[src/rtl/core/sap_pkg.sv]
// shared types and constants of the stereo allpass phaser
package sap_pkg;

	// register indexes
	localparam logic [2:0] REG_LFO_STEP      = 3'd0;
	localparam logic [2:0] REG_SWEEP_DEPTH   = 3'd1;
	localparam logic [2:0] REG_STAGE_SELECT  = 3'd2;
	localparam logic [2:0] REG_FEEDBACK_GAIN = 3'd3;
	localparam logic [2:0] REG_WET_MIX       = 3'd4;
	localparam logic [2:0] REG_SWEEP_LOW     = 3'd5;
	localparam logic [2:0] REG_SWEEP_HIGH    = 3'd6;

	// register reset values
	localparam logic [23:0] RST_LFO_STEP      = 24'd237;
	localparam logic [15:0] RST_SWEEP_DEPTH   = 16'd51400;
	localparam logic [7:0]  RST_STAGE_SELECT  = 8'd64;
	localparam logic [15:0] RST_FEEDBACK_GAIN = 16'd13880;
	localparam logic [16:0] RST_WET_MIX       = 17'd38550;
	localparam logic [14:0] RST_SWEEP_LOW     = 15'd137;
	localparam logic [14:0] RST_SWEEP_HIGH    = 15'd5461;

	// item modes
	localparam logic MODE_PROCESS = 1'b0;
	localparam logic MODE_CLEAR   = 1'b1;

	// sine polynomial coefficients, q1.30, then unity in q23 and q16
	localparam logic signed [32:0] POLY_C1 = 33'sd1686629705;
	localparam logic signed [32:0] POLY_C3 = 33'sd688904862;
	localparam logic signed [32:0] POLY_C5 = 33'sd76016981;
	localparam logic signed [25:0] ONE_Q23 = 26'sd8388608;
	localparam logic [16:0]        UNITY_Q16 = 17'd65536;

	// lane control group
	typedef struct packed {
		logic start;
		logic clear;
	} lane_ctrl_t;

	typedef logic signed [24:0] coef_t;

endpackage

[src/rtl/core/sap_coef.sv]
// allpass coefficient unit: lfo sine, cutoff, sine/cosine and serial divide
module sap_coef import sap_pkg::*; #(
	parameter int SINE_TABLE_BITS = 10
) (
	input  logic        clk,
	input  logic        arst_n,
	input  logic        start,
	input  logic [23:0] phase,
	input  logic [15:0] depth,
	input  logic [14:0] sweep_low,
	input  logic [14:0] sweep_high,
	output logic        done,
	output coef_t       coef
);
	localparam int TB = SINE_TABLE_BITS;

	localparam logic [3:0] C_IDLE = 4'd0;
	localparam logic [3:0] C_SIN0 = 4'd1;
	localparam logic [3:0] C_SIN1 = 4'd2;
	localparam logic [3:0] C_SIN2 = 4'd3;
	localparam logic [3:0] C_SIN3 = 4'd4;
	localparam logic [3:0] C_SIN4 = 4'd5;
	localparam logic [3:0] C_SIN5 = 4'd6;
	localparam logic [3:0] C_LV   = 4'd7;
	localparam logic [3:0] C_FC   = 4'd8;
	localparam logic [3:0] C_FCD  = 4'd9;
	localparam logic [3:0] C_DIV0 = 4'd10;
	localparam logic [3:0] C_DIVI = 4'd11;
	localparam logic [3:0] C_DONE = 4'd12;

	localparam logic [1:0] SEL_LFO = 2'd0;
	localparam logic [1:0] SEL_SIN = 2'd1;
	localparam logic [1:0] SEL_COS = 2'd2;

	logic [3:0]         state_q;
	logic [1:0]         sel_q;
	logic [23:0]        ph_q;
	logic [30:0]        u_q;
	logic [30:0]        u2_q;
	logic               quad_hi_q;
	logic signed [24:0] s_q, sv_q, cv_q;
	logic signed [65:0] prod_q;
	logic signed [32:0] mul_a, mul_b;
	logic [25:0]        rem_q;
	logic [24:0]        den_q;
	logic               bit0_q;
	logic [23:0]        quo_q;
	logic               neg_q;
	logic [4:0]         cnt_q;
	logic               done_q;
	coef_t              coef_q;

	// sine front end
	logic [TB-1:0]      idx;
	logic [29:0]        u_raw;
	logic [30:0]        u_val;
	logic signed [65:0] shr30;
	logic signed [32:0] y_neg;
	logic signed [32:0] y_pos;
	logic signed [24:0] sine_val;
	// cutoff and divide helpers
	logic signed [65:0] fc_val;
	logic signed [25:0] den;
	logic signed [25:0] mag;
	logic [25:0]        r2;
	logic               ge;

	always_comb begin
		idx   = ph_q[23 -: TB];
		u_raw = {idx[TB-3:0], {(32-TB){1'b0}}};
		if (idx[TB-2]) begin
			u_val = 31'h4000_0000 - {1'b0, u_raw};
		end else begin
			u_val = {1'b0, u_raw};
		end
		shr30    = prod_q >>> 30;
		y_pos    = shr30[32:0];
		y_neg    = -shr30[32:0];
		sine_val = quad_hi_q ? 25'(y_neg >>> 7) : 25'(y_pos >>> 7);
		fc_val   = 66'(signed'({1'b0, sweep_low})) + (prod_q >>> 23);
		den      = ONE_Q23 + 26'(sv_q);
		mag      = (cv_q < 0) ? -26'(cv_q) : 26'(cv_q);
		r2       = {rem_q[24:0], (cnt_q == 5'd23) ? bit0_q : 1'b0};
		ge       = r2 >= {1'b0, den_q};
	end

	// shared multiplier operand select
	always_comb begin
		mul_a = '0;
		mul_b = '0;
		case (state_q)
			C_SIN1: begin
				mul_a = 33'(signed'({1'b0, u_q}));
				mul_b = 33'(signed'({1'b0, u_q}));
			end
			C_SIN2: begin
				mul_a = 33'(signed'({1'b0, shr30[30:0]}));
				mul_b = POLY_C5;
			end
			C_SIN3: begin
				mul_a = 33'(signed'({1'b0, u2_q}));
				mul_b = POLY_C3 - shr30[32:0];
			end
			C_SIN4: begin
				mul_a = 33'(signed'({1'b0, u_q}));
				mul_b = POLY_C1 - shr30[32:0];
			end
			C_LV: begin
				mul_a = 33'((26'(s_q) + ONE_Q23) >>> 1);
				mul_b = 33'(signed'({1'b0, depth}));
			end
			C_FC: begin
				mul_a = 33'(prod_q >>> 16);
				mul_b = 33'(signed'({1'b0, sweep_high})) - 33'(signed'({1'b0, sweep_low}));
			end
			default: begin
				mul_a = '0;
				mul_b = '0;
			end
		endcase
	end

	always_ff @(posedge clk) begin
		prod_q <= mul_a * mul_b;
	end

	always_ff @(posedge clk or negedge arst_n) begin
		if (!arst_n) begin
			state_q <= C_IDLE;
			done_q  <= 1'b0;
		end else begin
			done_q <= 1'b0;
			unique case (state_q)
				C_IDLE: begin
					if (start) begin
						ph_q    <= phase;
						sel_q   <= SEL_LFO;
						state_q <= C_SIN0;
					end
				end
				C_SIN0: begin
					u_q       <= u_val;
					quad_hi_q <= idx[TB-1];
					state_q   <= C_SIN1;
				end
				C_SIN1: state_q <= C_SIN2;
				C_SIN2: begin
					u2_q    <= shr30[30:0];
					state_q <= C_SIN3;
				end
				C_SIN3: state_q <= C_SIN4;
				C_SIN4: state_q <= C_SIN5;
				C_SIN5: begin
					unique case (sel_q)
						SEL_LFO: begin
							s_q     <= sine_val;
							state_q <= C_LV;
						end
						SEL_SIN: begin
							sv_q    <= sine_val;
							ph_q    <= ph_q + 24'h40_0000;
							sel_q   <= SEL_COS;
							state_q <= C_SIN0;
						end
						default: begin
							cv_q    <= sine_val;
							state_q <= C_DIV0;
						end
					endcase
				end
				C_LV: state_q <= C_FC;
				C_FC: state_q <= C_FCD;
				C_FCD: begin
					ph_q    <= {fc_val[15:0], 8'h00};
					sel_q   <= SEL_SIN;
					state_q <= C_SIN0;
				end
				C_DIV0: begin
					neg_q <= cv_q > 0;
					if (den <= 0) begin
						quo_q   <= '0;
						state_q <= C_DONE;
					end else if ({1'b0, mag} >= {den, 1'b0}) begin
						// quotient beyond one, clamp
						quo_q   <= 24'h80_0000;
						state_q <= C_DONE;
					end else begin
						rem_q   <= 26'(mag >>> 1);
						bit0_q  <= mag[0];
						den_q   <= den[24:0];
						quo_q   <= '0;
						cnt_q   <= 5'd23;
						state_q <= C_DIVI;
					end
				end
				C_DIVI: begin
					rem_q <= ge ? (r2 - {1'b0, den_q}) : r2;
					quo_q <= {quo_q[22:0], ge};
					cnt_q <= cnt_q - 5'd1;
					if (cnt_q == 5'd0) begin
						state_q <= C_DONE;
					end
				end
				C_DONE: begin
					if (quo_q > 24'h80_0000) begin
						coef_q <= neg_q ? -25'sd8388608 : 25'sd8388608;
					end else begin
						coef_q <= neg_q ? -signed'({1'b0, quo_q}) : signed'({1'b0, quo_q});
					end
					done_q  <= 1'b1;
					state_q <= C_IDLE;
				end
				default: state_q <= C_IDLE;
			endcase
		end
	end

	assign done = done_q;
	assign coef = coef_q;

endmodule

[config.mk]
export PLATFORM = sky130hd
export DESIGN_NAME = sap_coef
export DESIGN_NICKNAME = d
export VERILOG_FILES = /design/src/rtl/core/sap_pkg.sv /design/src/rtl/core/sap_coef.sv
export SDC_FILE = /design/constraint.sdc
export NUM_CORES = 2
export LEC_CHECK = 0
export ABC_AREA = 0
export BUFFER_PORTS_ARGS = -buffer_cell sky130_fd_sc_hd__clkbuf_2
export CORE_MARGIN = 2
export CORE_UTILIZATION = 60
export DETAILED_ROUTE_END_ITERATION = 16
export HOLD_SLACK_MARGIN = 0.1
export PLACE_DENSITY = 0.77
export SLEW_MARGIN = 20
export SYNTH_ARGS = -nofsm -noshare
export SYNTH_HDL_FRONTEND = slang
export SYNTH_SLANG_ARGS = --single-unit
[constraint.sdc]
create_clock -name clk -period 10.4 [get_ports clk]
set_input_delay 2.08 -clock clk [delete_from_list [all_inputs] [get_ports clk]]
set_output_delay 2.08 -clock clk [all_outputs]
set_load 0.05 [all_outputs]
## Yosys cells after proc, flatten, opt, wreduce, memory -nomap -nowiden

Index checks and enable logic that the tools add are counted.

| cells by class | value |
|---|---|
| $add $sub $neg | 13 |
| $mul | 1 |
| $lt $le $gt $ge | 6 |
| equality and inequality tests | 19 |
| mux-type cells | 32 |
| bitwise gates (word level) | 3 |
| reduce and logical (&&, ||, !) cells | 19 |

Operator list:

| kind | number |
|---|---|
| 33-bit one-hot mux with 6 select lines | 1 |
| 25-bit 2-to-1 mux | 7 |
| 33-bit one-hot mux with 5 select lines | 1 |
| 24-bit 2-to-1 mux | 4 |
| 24-bit one-hot mux with 3 select lines | 1 |
| 33-bit by 33-bit multiplier with 63-bit output | 1 |
| 25-bit one-hot mux with 2 select lines | 1 |
| 24-bit one-hot mux with 2 select lines | 1 |
| 4-bit one-hot mux with 12 select lines | 1 |
| 30-bit by 33-bit subtractor with 33-bit output (first input constant) | 1 |
| 31-bit by 33-bit subtractor with 33-bit output (first input constant) | 1 |
| 32-bit negator | 1 |
| 31-bit by 30-bit subtractor with 31-bit output (first input constant) | 1 |
| 30-bit 2-to-1 mux | 1 |
| 26-bit by 27-bit >= comparator with 1-bit output | 1 |
| 25-bit by 25-bit adder with 26-bit output (first input constant) | 1 |
| 25-bit by 25-bit adder with 26-bit output (second input constant) | 1 |
| 26-bit by 25-bit >= comparator with 1-bit output | 1 |
| 26-bit by 1-bit <= comparator with 1-bit output (second input constant) | 1 |
| 26-bit 2-to-1 mux | 1 |
| 25-bit negator with 26-bit output | 1 |
| 25-bit by 1-bit > comparator with 1-bit output (second input constant) | 1 |
| 25-bit by 1-bit less-than comparator with 1-bit output (second input constant) | 1 |
| 24-bit negator with 25-bit output | 1 |
| 31 further kinds | 60 |

| word-level totals | value |
|---|---|
| register bits after elaboration | 338 |
| output and inout bits | 26 |
| word-level logic and storage cells | 112 |

## Logic depth before layout (Yosys ltp)

| logic depth | value |
|---|---|
| depth after elaboration | 6 |
| depth in mapped cells | 44 |

## Worst setup path after synthesis

OpenSTA, ideal clock, no wires.

| timing path | value |
|---|---|
| kind | in2reg |
| start | input sweep_high[0] |
| end | register prod_q[53] |
| library setup time | 118 ps |
| data arrival time | 11168 ps |
| data required time | 10282 ps |
| path slack | -886 ps |
| cell stages on the path | 41 |
| path buffers | 3 |
| cells stage by stage | inv_1 -> ha_1 -> fa_1 -> nor2b_1 -> o21ai_1 -> a21boi_0 -> o21ai_0 -> a21boi_0 -> o21ai_1 -> a21oi_1 -> o31a_1 -> o21a_1 -> clkbuf_1 -> clkbuf_1 -> buf_1 -> o211ai_1 -> nand3_1 -> fa_1 -> [... 5 more ...] -> fa_1 -> inv_1 -> fa_1 -> inv_1 -> fa_1 -> inv_1 -> ha_1 -> nand4_1 -> a2111oi_0 -> and2_1 -> o31a_1 -> a311oi_2 -> o211a_1 -> nor3_2 -> a21oi_1 -> o21ai_1 -> a21oi_1 -> xnor2_1 |

| on the way | value |
|---|---|
| longest elaborated chain between the ends | 3 |

Ends and longest elaborated chain:

| element | line | source |
|---|---|---|
| start: declaration | sap_coef.sv:11 | `input logic [14:0] sweep_high,` |
| 15-bit by 15-bit subtractor with 16-bit output | sap_coef.sv:114 | `mul_b = 33'(signed'({1'b0, sweep_high})) - 33'(signed'({1'b0, sweep_low}));` |
| 33-bit one-hot mux with 6 select lines | sap_coef.sv:91 | `case (state_q)` |
| 33-bit by 33-bit multiplier with 63-bit output | sap_coef.sv:124 | `prod_q <= mul_a * mul_b;` |
| end signal: assignment | sap_coef.sv:124 |  |
| end: declaration | sap_coef.sv:42 | `logic signed [65:0] prod_q;` |

Every way passes these cells.
A chain may end at the register's enable or synchronous reset.

## Worst setup path after layout

| timing path | value |
|---|---|
| start | input sweep_high[0] |
| end | register prod_q[62] |

Same word-level chain as after synthesis.

==> flow_metrics.tcl <==
set metrics [dict create \
    drv_slew 0 \
    drtIter0Drc 4743 \
    wire_per_inst_um 23.5 \
    die_x_um 304 \
    area_growth_pct 15.9 \
    fillers 6782 \
    netlist.area_leader.share_pct 41.2 \
    h-tree-depth 2 \
    clockBufferDepth 3 \
    synthTopCellsByArea "fa_1 41%, edfxtp_1 13%, inv_1 8.4%, ha_1 6.9%, nand2_1 6.6%" \
    synth_compound_area_share_pct 7.82 \
    status "complete, but fails checks" \
    synth-xor-area-share_pct 3.33 \
    dieArea_sq_um 92700 \
    synth_seq_area_share_pct 14.9 \
    ys.flop_type "edfxtp_1" \
    synthMuxAreaShare_pct 0.263 \
    synthArstFlopShare_pct 1.75 \
    end_kind "flip-flop" \
    ys_types 88 \
    crit_path_max_incr_delay_ns 0.55 \
    clkLatencyLatePin_ns 0.55 \
    clock-skew-final_ns 0.0235 \
    path_max_fanout 7 \
    tightest_slew_ns 1.23 \
    synth_edf_count 233 \
    grt_pass1_vias 47030 \
    netlist_area_sq_um 54100 \
    synthCells 5943 \
    clkSinkCount 285 \
    grt_setup_unrepaired "true" \
    antenna_found_initial 4 \
    synth.avg_cell_area_sq_um 9.11 \
    drive_gt1_share_pct 16.5 \
    vias 45068 \
    fin_ws_ns -0.767 \
    num_rows 110 \
    violations "negative setup slack" \
    initial_core_util_pct 60.3 \
    routed_wl_mm 177 \
    cp_slowest_cell "fa_1" \
    nNetsFinal 7828 \
    path_class "input port to flip-flop" \
    grt_pass1_wl_mm 271 \
    fp.coreArea_sq_um 89700 \
    port_buffers 84 \
    grt-ovfl-total 0 \
    synth.largest_area_cell "fa_1" \
    tritoncts "yes" \
    drt_pre_antenna_iters 6 \
    ys_seq_elements 285 \
    syn_nets 7427 \
    hp-class "flip-flop to flip-flop" \
    cts_root_buf "clkbuf_16" \
    period_needed_ns 11.17 \
    hold_buffers 0 \
    slew_headroom_pct 17.1 \
    die_h_um 304 \
    finalSetupViolations 39 \
    synth_fa_ha_area_share_pct 48.1 \
    critPathMostFrequentCell "fa_1" \
    final_cell_count_no_fill 7548 \
    grt_max_degree 59 \
    drt-vias-per-instance 5.97 \
    cp_data_arrival_time_ns 11.64 \
    finalCritPeriodShare_pct 107 \
    cts_made_buffers 34 \
    io_pins 99 \
    globalplace.congestion 1.04 \
    dp_hpwl_mm 141 \
    fmax_mhz 89.6 \
    clkTransAtPathRegs_ns 0.06 \
    hold_viol 0 \
    worstSetupStartpointType "input port" \
    yosys.area_share.simple_pct 14.9 \
    synth_top_family_by_area "adder cells" \
    ant_nets 0 \
    yosysWarnings 0 \
    grt_usage_pct 38.7 \
    maxCapViolCount 0 \
    worstPathRequired_ns 10.87 \
    remaining_drc_errors 0 \
    placedCellCount 7433 \
]
[registers in the layout (all words and copies together), names as in the netlist]
signal and cells:
state_q 4, u_q 9, ph_q 10, u2_q 31
bit0_q 1, quo_q 24, cnt_q 5, sv_q 25
neg_q 1, quad_hi_q 1, coef 25, cv_q 25
prod_q 47, sel_q 2, den_q 25, done 1
s_q 24, rem_q 25
[synthesized netlist by cell type (all sizes together), types with 27 or more instances]
library cell and n:
and3 54, nand2b 30, dfxtp 47, nand3 79
fa 1114, nor2 439, o21ai 140, o211ai 41
or4 42, buf 35, and2 56, clkbuf 294
a22oi 35, a21oi 147, nand2 957, edfxtp 233
nor3 35, a21o 57, xnor2 142, xor2 61
nand4 37, ha 297, nor2b 27, inv 1216
[worst paths after layout]
path	depth (start not counted)	slack, ns	end	startpoint
setup reg to reg	37	0.10	prod_q[62]	prod_q[31]
setup / recovery	43	-0.77	prod_q[62]	sweep_high[0]
min in group asynchronous	1	1.43	done	arst_n
hold / removal	0	0.49	quad_hi_q	ph_q[23]
hold reg to reg	0	0.49	quad_hi_q	ph_q[23]
max in group asynchronous	1	8.71	state_q[3]	arst_n
[cells by family (layout without fill, tap and decap cells)]
| group | Yosys count | in the layout |
|---|---|---|
| AOI/OAI and AO/OA | 638 | 638 |
| adders and majority gates | 1411 | 1411 |
| buffers and inverters | 1547 | 1973 |
| muxes | 14 | 14 |
| DFF | 285 | 285 |
| other | 1 | 4 |
| and+or+nand+nor | 1843 | 1843 |
| xor gates and xnor gates | 204 | 204 |
[layout by cell type (no fill, tap or decap), types with 41 or more instances in the layout]
master    instances
and2_1           53
nor2_1          431
a21o_1           56
fa_1           1052
buf_12           52
a21oi_1         116
edfxtp_1        233
nand3_1          61
nand2_1         951
clkbuf_2         83
o211ai_1         41
xor2_1           58
inv_1          1188
and3_1           52
xnor2_1         133
dfxtp_1          47
buf_4           521
fa_2             62
ha_1            271
o21ai_0          93
[final cells by class]
type / count / area (sq um) / share of cell area, %
Clock inverter: 22 / 231 / 0.369
Tap cell: 1176 / 1470 / 2.35
Multi-Input combinational cell: 4111 / 41600 / 66.4
Clock buffer: 39 / 901 / 1.44
Antenna cell: 3 / 7.51 / 0.0120
Timing Repair Buffer: 694 / 5830 / 9.29
Sequential cell: 285 / 8060 / 12.9
Inverter: 1218 / 4590 / 7.32
[repair_timing]
item / in CTS / in global routing
setup endpoints to repair: 38 / 41
pin swaps: 107 / 161
gates resized for setup: 112 / 167
gates cloned: 1 / 1
setup buffers: 27 / 30
[critical path, delay by kind of cell]
kind / cells / cell delay (ns)
XOR/XNOR: 1 / 0.12
AO/OA/AOI/OAI: 17 / 3.30
adder cells (fa/ha/maj): 11 / 4.41
AND/OR/NAND/NOR: 4 / 0.74
buffers and inverters: 10 / 0.96
[per-stage QoR]
stage / worst slack (ns) / instance area (sq um) / hold slack, ns / setup TNS [ns] / util [%]
after floorplan: -0.207 / 54600 / 0.406 / -0.831 / -
after global placement: -1.33 / 60000 / 0.474 / -35.42 / 66.9
after detailed placement: -1.50 / 60000 / 0.474 / -41.50 / 66.9
after CTS: -0.636 / 61900 / 0.496 / -11.52 / 69.0
after global routing: -0.918 / 62700 / 0.503 / -25.59 / 69.9
final: -0.767 / 62700 / 0.491 / -18.70 / 69.9
[routing by layer]
| layer | track usage (%) | up-vias | wire length (um) |
|---|---|---|---|
| li1 | - | 19154 | - |
| met1 | 51.2 | 22541 | 65400 |
| met2 | 61.1 | 2781 | 81100 |
| met3 | 8.45 | 588 | 20500 |
| met4 | 18.4 | 4 | 10400 |
| met5 | 0 | - | 27 |
Power is left out: the tool's default activity adds up to more than one toggle a clock period on the data nets, which glitch-free logic cannot reach.
